==> src/rtl/core/shc_pkg.sv <==
// shared types, constants and helpers for the shifted halton coordinate block
package shc_pkg;

  localparam int unsigned MAX_DIMENSIONS_DEF = 16;
  localparam int unsigned INDEX_BITS_DEF     = 32;
  localparam int unsigned DIM_CODES          = 16;
  localparam int unsigned DIG_W              = 9;
  localparam int unsigned FP                 = 49;
  localparam int unsigned FC_W               = 81;
  localparam logic [63:0] DEN_CAP            = 64'h0000_0100_0000_0000;

  localparam logic [8:0] PRIMES [64] = '{
    9'd2,   9'd3,   9'd5,   9'd7,   9'd11,  9'd13,  9'd17,  9'd19,
    9'd23,  9'd29,  9'd31,  9'd37,  9'd41,  9'd43,  9'd47,  9'd53,
    9'd59,  9'd61,  9'd67,  9'd71,  9'd73,  9'd79,  9'd83,  9'd89,
    9'd97,  9'd101, 9'd103, 9'd107, 9'd109, 9'd113, 9'd127, 9'd131,
    9'd137, 9'd139, 9'd149, 9'd151, 9'd157, 9'd163, 9'd167, 9'd173,
    9'd179, 9'd181, 9'd191, 9'd193, 9'd197, 9'd199, 9'd211, 9'd223,
    9'd227, 9'd229, 9'd233, 9'd239, 9'd241, 9'd251, 9'd257, 9'd263,
    9'd269, 9'd271, 9'd277, 9'd281, 9'd283, 9'd293, 9'd307, 9'd311
  };

  typedef struct packed {
    logic        [31:0] point_idx;
    logic        [3:0]  dimension;
    logic        [31:0] shift;
    logic signed [31:0] range_low;
    logic signed [31:0] range_high;
  } shc_in_t;

  typedef struct packed {
    logic signed [31:0] scaled_value;
    logic        [31:0] fraction;
  } shc_out_t;

  typedef struct packed {
    logic        [3:0]  dimension;
    logic        [31:0] shift;
    logic signed [31:0] range_low;
    logic signed [31:0] range_high;
  } shc_ctx_t;

  // base^k saturated at the denominator cap
  function automatic logic [63:0] pow_cap(input logic [63:0] b, input int unsigned k);
    logic [63:0] p;
    p = 64'd1;
    for (int unsigned i = 0; i < k; i++) begin
      if (p < DEN_CAP) begin
        p = p * b;
      end
      if (p > DEN_CAP) begin
        p = DEN_CAP;
      end
    end
    return p;
  endfunction

endpackage

==> src/rtl/core/shc_scale.sv <==
// rotation add and linear mapping of the fraction into the requested range
module shc_scale (
  input  logic              clk_i,
  input  logic              rst_ni,
  input  logic              en_i,
  input  logic              valid_i,
  input  logic [31:0]       acc_i,
  input  logic [31:0]       term_i,
  input  shc_pkg::shc_ctx_t ctx_i,
  output logic              valid_o,
  output shc_pkg::shc_out_t data_o
);

  logic signed [32:0] diff;
  logic        [32:0] ndiff;
  logic        [31:0] frac0_q;
  logic        [31:0] mag0_q;
  logic               neg0_q;
  logic signed [31:0] lo0_q;
  logic signed [31:0] hi0_q;
  logic               v0_q;

  assign diff  = {ctx_i.range_high[31], ctx_i.range_high} - {ctx_i.range_low[31], ctx_i.range_low};
  assign ndiff = -diff;

  logic        [63:0] t1_q;
  logic               neg1_q;
  logic signed [31:0] lo1_q;
  logic signed [31:0] hi1_q;
  logic        [31:0] frac1_q;
  logic               v1_q;

  logic [32:0] q2;
  logic [33:0] res2;
  assign q2   = {1'b0, t1_q[63:32]} + 33'(neg1_q && (t1_q[31:0] != 32'd0));
  assign res2 = neg1_q ? ({{2{lo1_q[31]}}, lo1_q} - {1'b0, q2})
                       : ({{2{lo1_q[31]}}, lo1_q} + {1'b0, q2});

  shc_pkg::shc_out_t  out_q;
  logic signed [31:0] lo2_q;
  logic signed [31:0] hi2_q;
  logic               v2_q;

  always_ff @(posedge clk_i or negedge rst_ni) begin
    if (!rst_ni) begin
      v0_q <= 1'b0;
      v1_q <= 1'b0;
      v2_q <= 1'b0;
    end else if (en_i) begin
      v0_q <= valid_i;
      v1_q <= v0_q;
      v2_q <= v1_q;
    end
  end

  always_ff @(posedge clk_i) begin
    if (en_i) begin
      frac0_q            <= acc_i + term_i + ctx_i.shift;
      neg0_q             <= diff[32];
      mag0_q             <= diff[32] ? ndiff[31:0] : diff[31:0];
      lo0_q              <= ctx_i.range_low;
      hi0_q              <= ctx_i.range_high;
      t1_q               <= 64'(mag0_q) * 64'(frac0_q);
      neg1_q             <= neg0_q;
      lo1_q              <= lo0_q;
      hi1_q              <= hi0_q;
      frac1_q            <= frac0_q;
      out_q.scaled_value <= res2[31:0];
      out_q.fraction     <= frac1_q;
      lo2_q              <= lo1_q;
      hi2_q              <= hi1_q;
    end
  end

  assign valid_o = v2_q;
  assign data_o  = out_q;

  a_within_bounds: assert property (@(posedge clk_i) disable iff (!rst_ni)
    v2_q |-> ((out_q.scaled_value >= lo2_q && out_q.scaled_value <= hi2_q) ||
              (out_q.scaled_value <= lo2_q && out_q.scaled_value >= hi2_q)))
    else $error("scaled value outside range");

  a_zero_frac_low: assert property (@(posedge clk_i) disable iff (!rst_ni)
    (v2_q && out_q.fraction == 32'd0) |-> (out_q.scaled_value == lo2_q))
    else $error("zero fraction must give low bound");

endmodule

==> config.mk <==
export PLATFORM = sky130hd
export DESIGN_NAME = shc_scale
export DESIGN_NICKNAME = d
export VERILOG_FILES = /design/src/rtl/core/shc_pkg.sv /design/src/rtl/core/shc_scale.sv
export SDC_FILE = /design/constraint.sdc
export NUM_CORES = 2
export LEC_CHECK = 0
export ABC_AREA = 1
export BUFFER_PORTS_ARGS = -buffer_cell sky130_fd_sc_hd__buf_2
export CAP_MARGIN = 10
export CORE_AREA = 2 2 327 329
export DETAILED_ROUTE_END_ITERATION = 10
export DIE_AREA = 0 0 329 331
export PLACE_DENSITY = 0.76
export SLEW_MARGIN = 20
export SYNTH_ARGS = -nofsm -noshare
export SYNTH_HDL_FRONTEND = slang
export SYNTH_SLANG_ARGS = --single-unit
==> constraint.sdc <==
create_clock -name clk_i -period 9.25 [get_ports clk_i]
set_input_delay 0.925 -clock clk_i [delete_from_list [all_inputs] [get_ports clk_i]]
set_output_delay 0.925 -clock clk_i [all_outputs]
set_load 0.01 [all_outputs]
==> results.py <==
metrics = {
    "drt": {
        "routed-via-count": 40590,
        "ant_nets": 0,
        "drc": 0,
        "post_drt_wl_per_cell_microns": 17.19,
        "drt-pass1-iter-count": 6,
        "drt_iter0_markers": 3178,
        "viasPerCell": 5.106,
        "routed_wirelength_mm": 136.7,
    },
    "floorplanning": {
        "dieHeight_microns": 331,
        "ioPinCount": 233,
        "core_area_sq_um": 105000,
        "rows": 119,
        "die_w_microns": 329,
        "die_area_sq_um": 108900,
        "start_util_pct": 49.86,
    },
    "placement": {
        "port-buffer-count": 228,
        "hpwl_mm": 112.3,
        "dp_cells": 7888,
        "pre_cts_ws_ps": 1213,
        "gp_congestion": 0.9464,
    },
    "worst_setup_path": {
        "crit_type": "flop to flop",
        "critPathMaxFanout": 14,
        "rr_worst_depth": 25,
        "reg2reg_from": "mag0_q[12]",
        "regToRegSetupSlack_ps": 1040,
        "critPathLaunch": "mag0_q[12]",
        "crit_path_end_kind": "flop",
        "timing.rr.end": "t1_q[49]",
        "worstPathRequired_ps": 9560,
        "cp-start-kind": "flop",
        "arrival_ps": 8530,
    },
    "sta": {
        "fmax_ghz": 0.1218,
        "finalCritPeriodShare_pct": 88.79,
        "tns_ps": 0,
        "slew_headroom_pct": 19.07,
        "post-route-min-period_ps": 8213,
        "setup_ws_ps": 1037,
        "whs_ps": 118.2,
        "drv_slew": 0,
        "rsz0062_at_grt": "no",
        "setup_violations": 0,
        "clock_skew_ps": 22.83,
        "worstMarginPinSlew_ps": 1214,
        "hold_viol_final": 0,
    },
    "synthesis": {
        "ys_types": 56,
        "synth_seq_cells": 293,
        "synth-async-reset-ratio_pct": 1.024,
        "synth_cells": 6378,
        "synth_fp_nets": 7836,
        "syn-cell-area_sq_um": 52340,
        "ys.warnings.count": 0,
        "syn_area_per_cell_sq_um": 8.207,
        "ys_dominant_reg_cell": "edfxtp_1",
        "synth_edf_count": 290,
        "yosysSeqAreaShare_pct": 16.78,
    },
    "finish": {
        "area.growth.synth_to_final_pct": 7.539,
        "layout_commonest_cell": "inv_1",
        "instances_no_fill": 7950,
        "diodes": 0,
        "fillers": 9538,
        "final_nets": 7993,
        "mostFrequentLayoutCells": "1852 x inv_1, 1640 x nand2_1, 930 x fa_1",
        "drive_gt1_share_pct": 6.693,
    },
    "grt": {
        "grt_pass1_wl_mm": 220.9,
        "grt_max_degree": 176,
        "grt_overflow": 0,
        "grt_pass1_vias": 42130,
        "track_usage_pct": 25.90,
        "antenna_found_initial": 2,
    },
    "clock_tree": {
        "cts_made_buffers": 34,
        "cts_tree": "yes",
        "htreeDepth": 2,
        "ctsHoldBuffers": 0,
        "clockBufferDepth": 3,
        "worstSkewPairLatency_ps": 590,
        "cts_root_buf": "clkbuf_16",
        "clock_sinks": 293,
        "cts.clk_slew.worst_paths_ps": 60,
        "ctsResizeCount": 0,
        "cts_setup_buffers": 0,
    },
    "job": {
        "maxCapViolCount": 0,
    },
    "hold_path": {
        "hp-class": "input port to async pin",
    },
    "run_status": {
        "status": "finished clean",
    },
}
[critical path, stage by stage (launching register included)]
cell	delay, ps
edfxtp_1	1120
buf_4	390
nand2_1	90
inv_1	90
fa_1	450
fa_1	440
fa_1	550
inv_1	50
fa_1	490
inv_1	60
fa_1	500
fa_1	520
fa_1	520
inv_1	70
fa_1	490
inv_1	50
ha_1	330
a21oi_1	260
o21ai_0	200
a21oi_1	200
o21ai_0	100
a21oi_1	300
nor2_1	70
nor2_1	310
o21bai_1	120
xor2_1	160
[logic make-up (layout without fill, tap and decap cells)]
group,after synthesis,count (layout),share of synthesized area [%]
AOI/OAI and AO/OA,397,397,4.214
adders and majority gates,1290,1290,44.17
muxes,1,1,0.02151
xor gates and xnor gates,201,201,3.500
DFF,293,293,16.78
buffers and inverters,2059,2240,14.79
and+or+nand+nor,2137,2137,16.52
[synth_stat cells, types with 3 or more instances]
| library cell | n | area, sq um |
|---|---|---|
| nand3_1 | 104 | 520.5 |
| o311ai_0 | 3 | 26.28 |
| inv_1 | 1852 | 6952 |
| nor2_2 | 10 | 62.56 |
| nand4_1 | 30 | 187.7 |
| nor3_1 | 26 | 130.1 |
| nor2_1 | 246 | 923.4 |
| and3_1 | 3 | 18.77 |
| xor2_1 | 123 | 1077 |
| o21bai_1 | 9 | 67.56 |
| clkbuf_1 | 193 | 724.4 |
| a31oi_1 | 27 | 168.9 |
| o21a_1 | 14 | 105.1 |
| nand2_1 | 1640 | 6156 |
| nand3_2 | 14 | 140.1 |
| nor3_2 | 3 | 30.03 |
| xnor2_1 | 70 | 613.1 |
| nand2_2 | 17 | 106.4 |
| o21ai_0 | 105 | 525.5 |
| and2_1 | 4 | 25.02 |
| nor4_1 | 14 | 87.58 |
| a21boi_0 | 8 | 60.06 |
| dfrtp_1 | 3 | 75.07 |
| ha_1 | 360 | 4504 |
| o21ai_1 | 9 | 45.04 |
| edfxtp_1 | 290 | 8708 |
| nor2_4 | 5 | 56.30 |
| o211ai_1 | 9 | 67.56 |
| a21o_1 | 15 | 112.6 |
| xnor2_2 | 6 | 97.59 |
| inv_2 | 8 | 30.03 |
| nand3b_1 | 11 | 82.58 |
| a21oi_1 | 187 | 935.9 |
| fa_1 | 930 | 18620 |
[per-layer routing]
metal | share of wire [%] | track usage [%] | vias up | routed length (microns)
met4 | 4.6 | 11.07 | 2 | 6260
met5 | 0.0073 | 0 | - | 10
met2 | 48 | 43.10 | 1503 | 65540
li1 | - | - | 18870 | -
met3 | 7.5 | 4.181 | 315 | 10230
met1 | 40 | 33.68 | 19910 | 54650
[area by class of cell]
class | count | area [sq um] | share of cell area [%]
Tap cell | 1391 | 1740 | 3.092
Clock buffer | 39 | 869.6 | 1.545
Timing Repair Buffer | 319 | 1919 | 3.410
Inverter | 1861 | 6985 | 12.41
Sequential cell | 293 | 8783 | 15.60
Clock inverter | 21 | 175.2 | 0.3112
Multi-Input combinational cell | 4026 | 35820 | 63.63
[per-stage QoR]
step | utilization, % | area, sq um
after floorplan | - | 52340
after global placement | 52.59 | 55200
after detailed placement | 52.60 | 55210
after CTS | 53.60 | 56260
after global routing | 53.62 | 56290
final | 53.62 | 56290
[flip-flops by register name, summed over array words and instances (netlist names)]
signal and count:
data_o 64, t1_q 64, frac0_q 32, frac1_q 32, lo0_q 32, lo1_q 32
mag0_q 32, neg0_q 1, neg1_q 1, v0_q 1, v1_q 1, valid_o 1
[how the worst max path moves through the flow]
stage / slack [ps] / end / depth (start not counted)
after detailed placement: 1210 / t1_q[45] / 25
after floorplan: 2640 / t1_q[45] / 27
after global routing: 730 / t1_q[49] / 25
final: 1040 / t1_q[49] / 25
after CTS: 1130 / t1_q[45] / 25
after global placement: 1240 / t1_q[57] / 25
Power is left out: the tool's default activity adds up to more than one toggle a clock period on the data nets, which glitch-free logic cannot reach.
