==> config.mk <==
export PLATFORM = sky130hd
export DESIGN_NAME = shc_digit_stage
export DESIGN_NICKNAME = d
export VERILOG_FILES = /design/src/rtl/core/shc_pkg.sv /design/src/rtl/core/shc_digit_stage.sv
export SDC_FILE = /design/constraint.sdc
export NUM_CORES = 2
export LEC_CHECK = 0
export BUFFER_PORTS_ARGS = -buffer_cell sky130_fd_sc_hd__buf_2
export CORE_AREA = 5 5 604 606
export CTS_BUF_LIST = sky130_fd_sc_hd__clkbuf_16
export DETAILED_ROUTE_END_ITERATION = 8
export DIE_AREA = 0 0 609 611
export GPL_ROUTABILITY_DRIVEN = 0
export PLACE_DENSITY = 0.4
export REMOVE_ABC_BUFFERS = 1
export SLEW_MARGIN = 20
export SYNTH_ARGS = -nofsm -noshare
export SYNTH_HDL_FRONTEND = slang
export SYNTH_SLANG_ARGS = --single-unit
==> constraint.sdc <==
create_clock -name clk_i -period 7.2 [get_ports clk_i]
set_clock_uncertainty 0.15 [all_clocks]
set_input_delay 0 -clock clk_i [delete_from_list [all_inputs] [get_ports clk_i]]
set_output_delay 0 -clock clk_i [all_outputs]
set_load 0.005 [all_outputs]
==> src/rtl/core/shc_pkg.sv <==
// shared types, constants and helpers for the shifted halton coordinate block
package shc_pkg;

  localparam int unsigned MAX_DIMENSIONS_DEF = 16;
  localparam int unsigned INDEX_BITS_DEF     = 32;
  localparam int unsigned DIM_CODES          = 16;
  localparam int unsigned DIG_W              = 9;
  localparam int unsigned FP                 = 49;
  localparam int unsigned FC_W               = 81;
  localparam logic [63:0] DEN_CAP            = 64'h0000_0100_0000_0000;

  localparam logic [8:0] PRIMES [64] = '{
    9'd2,   9'd3,   9'd5,   9'd7,   9'd11,  9'd13,  9'd17,  9'd19,
    9'd23,  9'd29,  9'd31,  9'd37,  9'd41,  9'd43,  9'd47,  9'd53,
    9'd59,  9'd61,  9'd67,  9'd71,  9'd73,  9'd79,  9'd83,  9'd89,
    9'd97,  9'd101, 9'd103, 9'd107, 9'd109, 9'd113, 9'd127, 9'd131,
    9'd137, 9'd139, 9'd149, 9'd151, 9'd157, 9'd163, 9'd167, 9'd173,
    9'd179, 9'd181, 9'd191, 9'd193, 9'd197, 9'd199, 9'd211, 9'd223,
    9'd227, 9'd229, 9'd233, 9'd239, 9'd241, 9'd251, 9'd257, 9'd263,
    9'd269, 9'd271, 9'd277, 9'd281, 9'd283, 9'd293, 9'd307, 9'd311
  };

  typedef struct packed {
    logic        [31:0] point_idx;
    logic        [3:0]  dimension;
    logic        [31:0] shift;
    logic signed [31:0] range_low;
    logic signed [31:0] range_high;
  } shc_in_t;

  typedef struct packed {
    logic signed [31:0] scaled_value;
    logic        [31:0] fraction;
  } shc_out_t;

  typedef struct packed {
    logic        [3:0]  dimension;
    logic        [31:0] shift;
    logic signed [31:0] range_low;
    logic signed [31:0] range_high;
  } shc_ctx_t;

  // base^k saturated at the denominator cap
  function automatic logic [63:0] pow_cap(input logic [63:0] b, input int unsigned k);
    logic [63:0] p;
    p = 64'd1;
    for (int unsigned i = 0; i < k; i++) begin
      if (p < DEN_CAP) begin
        p = p * b;
      end
      if (p > DEN_CAP) begin
        p = DEN_CAP;
      end
    end
    return p;
  endfunction

endpackage

==> src/rtl/core/shc_digit_stage.sv <==
// one radical-inverse digit: reciprocal divide, digit extract, scaled digit term
module shc_digit_stage #(
  parameter int unsigned INDEX_BITS     = shc_pkg::INDEX_BITS_DEF,
  parameter int unsigned MAX_DIMENSIONS = shc_pkg::MAX_DIMENSIONS_DEF,
  parameter int unsigned DIGIT_POS      = 1
) (
  input  logic                  clk_i,
  input  logic                  rst_ni,
  input  logic                  en_i,
  input  logic                  valid_i,
  input  logic [INDEX_BITS-1:0] idx_i,
  input  logic [31:0]           acc_i,
  input  logic [31:0]           term_i,
  input  shc_pkg::shc_ctx_t     ctx_i,
  output logic                  valid_o,
  output logic [INDEX_BITS-1:0] idx_o,
  output logic [31:0]           acc_o,
  output logic [31:0]           term_o,
  output shc_pkg::shc_ctx_t     ctx_o
);

  localparam int unsigned P  = INDEX_BITS + shc_pkg::DIG_W;
  localparam int unsigned H  = P / 2;
  localparam int unsigned PW = INDEX_BITS + P;
  localparam int unsigned DW = P + shc_pkg::DIG_W;
  localparam int unsigned FW = shc_pkg::FC_W + shc_pkg::DIG_W;

  logic [P-1:0]                 m_tab  [shc_pkg::DIM_CODES];
  logic [shc_pkg::DIG_W-1:0]    b_tab  [shc_pkg::DIM_CODES];
  logic [shc_pkg::FC_W-1:0]     fc_tab [shc_pkg::DIM_CODES];

  for (genvar c = 0; c < shc_pkg::DIM_CODES; c++) begin : g_tab
    localparam logic [8:0]   B   = shc_pkg::PRIMES[c % MAX_DIMENSIONS];
    localparam logic [127:0] MV  = ((128'd1 << P) + 128'(B) - 128'd1) / 128'(B);
    localparam logic [63:0]  POW = shc_pkg::pow_cap(64'(B), DIGIT_POS);
    localparam logic [127:0] FCV = (POW < shc_pkg::DEN_CAP) ?
        (((128'd1 << (shc_pkg::FP + 32)) + 128'(POW) - 128'd1) / 128'(POW)) : 128'd0;
    assign m_tab[c]  = MV[P-1:0];
    assign b_tab[c]  = B;
    assign fc_tab[c] = FCV[shc_pkg::FC_W-1:0];
  end

  // stage a: partial products of index times reciprocal
  logic [P-1:0]            m_sel;
  logic [INDEX_BITS+H-1:0] pl_q;
  logic [PW-H-1:0]         ph_q;
  logic [31:0]             acc_a_q;
  shc_pkg::shc_ctx_t       ctx_a_q;
  logic                    valid_a_q;

  assign m_sel = m_tab[ctx_i.dimension];

  // stage b: quotient and digit
  logic [PW-1:0]             prod;
  logic [DW-1:0]             dprod;
  logic [shc_pkg::DIG_W-1:0] b_a;
  logic [INDEX_BITS-1:0]     q_b_q;
  logic [shc_pkg::DIG_W-1:0] dig_b_q;
  logic [shc_pkg::DIG_W-1:0] b_b_q;
  logic [31:0]               acc_b_q;
  shc_pkg::shc_ctx_t         ctx_b_q;
  logic                      valid_b_q;

  assign prod  = PW'(pl_q) + (PW'(ph_q) << H);
  assign b_a   = b_tab[ctx_a_q.dimension];
  assign dprod = DW'(prod[P-1:0]) * DW'(b_a);

  // stage c: digit term
  logic [FW-1:0]         fprod;
  logic [INDEX_BITS-1:0] idx_c_q;
  logic [31:0]           acc_c_q;
  logic [31:0]           term_c_q;
  shc_pkg::shc_ctx_t     ctx_c_q;
  logic                  valid_c_q;

  assign fprod = FW'(dig_b_q) * FW'(fc_tab[ctx_b_q.dimension]);

  always_ff @(posedge clk_i or negedge rst_ni) begin
    if (!rst_ni) begin
      valid_a_q <= 1'b0;
      valid_b_q <= 1'b0;
      valid_c_q <= 1'b0;
    end else if (en_i) begin
      valid_a_q <= valid_i;
      valid_b_q <= valid_a_q;
      valid_c_q <= valid_b_q;
    end
  end

  always_ff @(posedge clk_i) begin
    if (en_i) begin
      pl_q     <= (INDEX_BITS + H)'(idx_i) * (INDEX_BITS + H)'(m_sel[H-1:0]);
      ph_q     <= (PW - H)'(idx_i) * (PW - H)'(m_sel[P-1:H]);
      acc_a_q  <= acc_i + term_i;
      ctx_a_q  <= ctx_i;
      q_b_q    <= prod[PW-1:P];
      dig_b_q  <= dprod[DW-1:P];
      b_b_q    <= b_a;
      acc_b_q  <= acc_a_q;
      ctx_b_q  <= ctx_a_q;
      idx_c_q  <= q_b_q;
      acc_c_q  <= acc_b_q;
      term_c_q <= fprod[shc_pkg::FP+31:shc_pkg::FP];
      ctx_c_q  <= ctx_b_q;
    end
  end

  assign valid_o = valid_c_q;
  assign idx_o   = idx_c_q;
  assign acc_o   = acc_c_q;
  assign term_o  = term_c_q;
  assign ctx_o   = ctx_c_q;

  a_digit_below_base: assert property (@(posedge clk_i) disable iff (!rst_ni)
    valid_b_q |-> (dig_b_q < b_b_q))
    else $error("digit not below base");

endmodule

==> metrics <==
Post-Route WL=286 mm; Tmin final=7.15 ns; Setup-failing EPs final=0; Slew @ Worst Pin=0.947 ns; final hold viol count=0; #FFs+latches synth=607; Final nets=13200; Main synth FF type=edfxtp_1; layout cells sized above 1=20.8%; crit-path most repeated cell=fa_1; Post-Syn Instances=9028; die height=611 um; crit path DAT=7.41 ns; GRT overflow=0; CP max-delay cell=fa_1; synthesis-to-finish area growth=28.7%; CTS tree=yes; Worst path top cell family by delay=adder cells; f_max=140 MHz; DRC Markers=0; CP Capture Type=flip-flop; post-DP HPWL=237 mm; Initial DRC Count=3199; Crit path buffers/inverters=11; total track usage=15.3%; CTS Buffer Depth=3; via/cell ratio=4.33; initial antenna violation count=11; fin crit share=99.3%; status=finished clean; Ys Warns=0; Fin Hold WS=0.0602 ns; num rows=220; IO Port Bufs=396; later-pin clock latency in the skew report=0.68 ns; Max FO, Critical Path=10; Hold WC Path Type=input port to flip-flop; Layout Utilization=32.1%; RSZ-0062 raised after global routing=true; DRT Pass-1 Iters=5; Syn Area/Cell=9.90 um2; count of flip-flops with a built-in enable after synthesis=604; synth unique cells=95; dpl cell area=106000 um2; I/O pin count=397; die area=372000 um2; Slew headroom=36.8%; largest net degree at the start of global routing=143; sequential element share of the synthesized area=20.4%; ys async rst share=0.494%; Critical Path Max Stage Delay=0.61 ns; CP required=7.46 ns; Critical Path Start Type=input port; max-slew violations=0; Clock Sinks=607; Starting Density=24.9%; vias in the first global route=74500; first-pass GRT wire length=447 mm; clock slew at reported path FFs=0.06 ns; Clock Tree Root=clkbuf_16; ANT nets after route=0; design area=115000 um2; flop2flop setup slack=0.21 ns; cts bufs inserted=71; area of the mapped netlist=89300 um2; final setup margin=0.0534 ns; crit path kind=input port to flip-flop; # H-tree levels=3; Die W=609 um; Max Cap Violations=0; core area=358000 um2; vias=67000; DP Worst Slack=-1.57 ns; WL/cell=18.5 um
## placed cells by master, fill, tap and decap left out, drive strengths merged, types with 10 or more instances in the layout
| master | instances |
|---|---|
| a211oi | 27 |
| a21boi | 11 |
| a21o | 154 |
| a21oi | 294 |
| a31o | 12 |
| a31oi | 35 |
| and2 | 970 |
| and3 | 45 |
| buf | 1671 |
| bufinv | 10 |
| clkbuf | 76 |
| clkinv | 28 |
| dlygate4sd3 | 296 |
| edfxtp | 604 |
| fa | 1639 |
| ha | 656 |
| inv | 1721 |
| nand2 | 1271 |
| nand2b | 37 |
| nand3 | 75 |
| nand4 | 43 |
| nor2 | 231 |
| nor2b | 80 |
| nor3 | 40 |
| nor4 | 12 |
| o211ai | 21 |
| o21a | 27 |
| o21ai | 161 |
| o21bai | 37 |
| o31ai | 18 |
| or2 | 13 |
| xnor2 | 165 |
| xor2 | 70 |
## final cells by class
type,count,area (um2)
flip-flops and latches,607,18200
diodes,6,15.0
repair buffers,1972,16300
multi-input cells,6303,65600
fillers,37300,243000
inverters,1709,6440
clock buffers,71,1780
well taps,4773,5970
clock inverters,56,666
## flip-flops by register name, summed over array words and instances, names as in the netlist, 7 cells and up
name	cells
ctx_o	100
acc_b_q	32
term_o	32
acc_o	32
acc_a_q	32
idx_o	32
pl_q	52
dig_b_q	7
ph_q	53
q_b_q	32
ctx_a_q	100
ctx_b_q	100
## logic make-up (layout without fill, tap and decap cells)
group / count (synthesis) / in the layout / share of synthesized area, %
other: 0 / 6 / 0
adders and majority gates: 2295 / 2295 / 45.9
muxes: 13 / 13 / 0.179
and+or+nand+nor: 2852 / 2852 / 15.7
buffers and inverters: 2120 / 3808 / 8.91
DFF: 607 / 607 / 20.4
AOI/OAI and AO/OA: 906 / 908 / 6.61
xor gates and xnor gates: 235 / 235 / 2.30
## what timing repair did
action | in CTS | in global routing
endpoints found under the setup margin | 74 | 72
setup buffers | 19 | 72
gates resized for setup | 160 | 430
hold buffers | 296 | 0
gates cloned | 2 | 6
pin swaps | 35 | 216
hold endpoints to repair | 249 | 0
## final timing paths
check                             from           to  cells past startpoint
min                          term_i[5]   acc_a_q[5]                      3
min reg2reg                acc_a_q[15]  acc_b_q[15]                      0
max                          ctx_i[97]     ph_q[51]                     35
min in group asynchronous       rst_ni    valid_a_q                      4
max reg2reg                ctx_b_q[97]   term_o[28]                     26
max in group asynchronous       rst_ni    valid_b_q                      4
## synth_stat cells, types with 5 or more instances
master | number | area share [%]
inv_1 | 1708 | 7.2
fa_1 | 1639 | 37
nand2_1 | 1271 | 5.3
and2_1 | 970 | 6.8
ha_1 | 656 | 9.2
edfxtp_1 | 604 | 20
clkbuf_1 | 399 | 1.7
a21oi_1 | 292 | 1.6
nor2_1 | 231 | 0.97
xnor2_1 | 165 | 1.6
a21o_1 | 153 | 1.3
o21ai_0 | 153 | 0.86
nor2b_1 | 80 | 0.56
nand3_1 | 75 | 0.42
xor2_1 | 70 | 0.69
and3_1 | 45 | 0.32
nand4_1 | 43 | 0.30
nor3_1 | 40 | 0.22
o21bai_1 | 37 | 0.31
nand2b_1 | 36 | 0.25
a31oi_1 | 35 | 0.25
o21a_1 | 27 | 0.23
a211oi_1 | 26 | 0.22
o211ai_1 | 19 | 0.16
o31ai_1 | 15 | 0.13
or2_2 | 13 | 0.091
a31o_2 | 12 | 0.12
nor4_1 | 12 | 0.084
a21boi_0 | 11 | 0.092
o22ai_1 | 9 | 0.063
a2111oi_0 | 8 | 0.078
a221oi_1 | 8 | 0.078
and4_1 | 8 | 0.078
buf_1 | 8 | 0.034
a211o_1 | 7 | 0.069
a311oi_1 | 7 | 0.069
mux2i_1 | 7 | 0.078
o21ai_1 | 7 | 0.039
o31a_1 | 7 | 0.069
a22oi_1 | 6 | 0.050
a41o_1 | 6 | 0.067
a41oi_1 | 6 | 0.059
o211a_1 | 6 | 0.067
nor3b_1 | 5 | 0.042
## worst reg2reg max path: stages (launching register included)
cell and delay [ns]:
edfxtp_1 0.44, inv_2 0.14, buf_4 0.13, ha_4 0.21
or2_2 0.32, nand2_2 0.09, nor2_2 0.07, a21o_4 0.24
and2_1 0.20, fa_2 0.41, fa_1 0.56, fa_1 0.44
fa_1 0.52, ha_4 0.30, nand2_1 0.05, o211ai_1 0.33
a311oi_2 0.19, buf_4 0.18, a2111oi_4 0.32, buf_4 0.17
o21ai_4 0.08, buf_4 0.16, o211a_1 0.31, a21boi_0 0.34
o21ai_2 0.14, a41o_1 0.25, nor2_1 0.12
## routing by layer
layer  part of all wire [%]  GRT usage [%]
met1                     46           21.0
met2                     48           26.2
met3                    3.6           1.55
met4                    2.1           2.99
met5                 0.0091              0
## metrics by stage
stage	setup TNS (ns)	std cells
floorplan	-64.51	8617
global placement	-67.81	15000
detailed placement	-73.27	15000
CTS	-0.0400	15400
global route	-0.929	15500
finish	0	15500
Power is not shown: default switching activity piles up to over one toggle a cycle in this logic, so the estimate is an artifact.
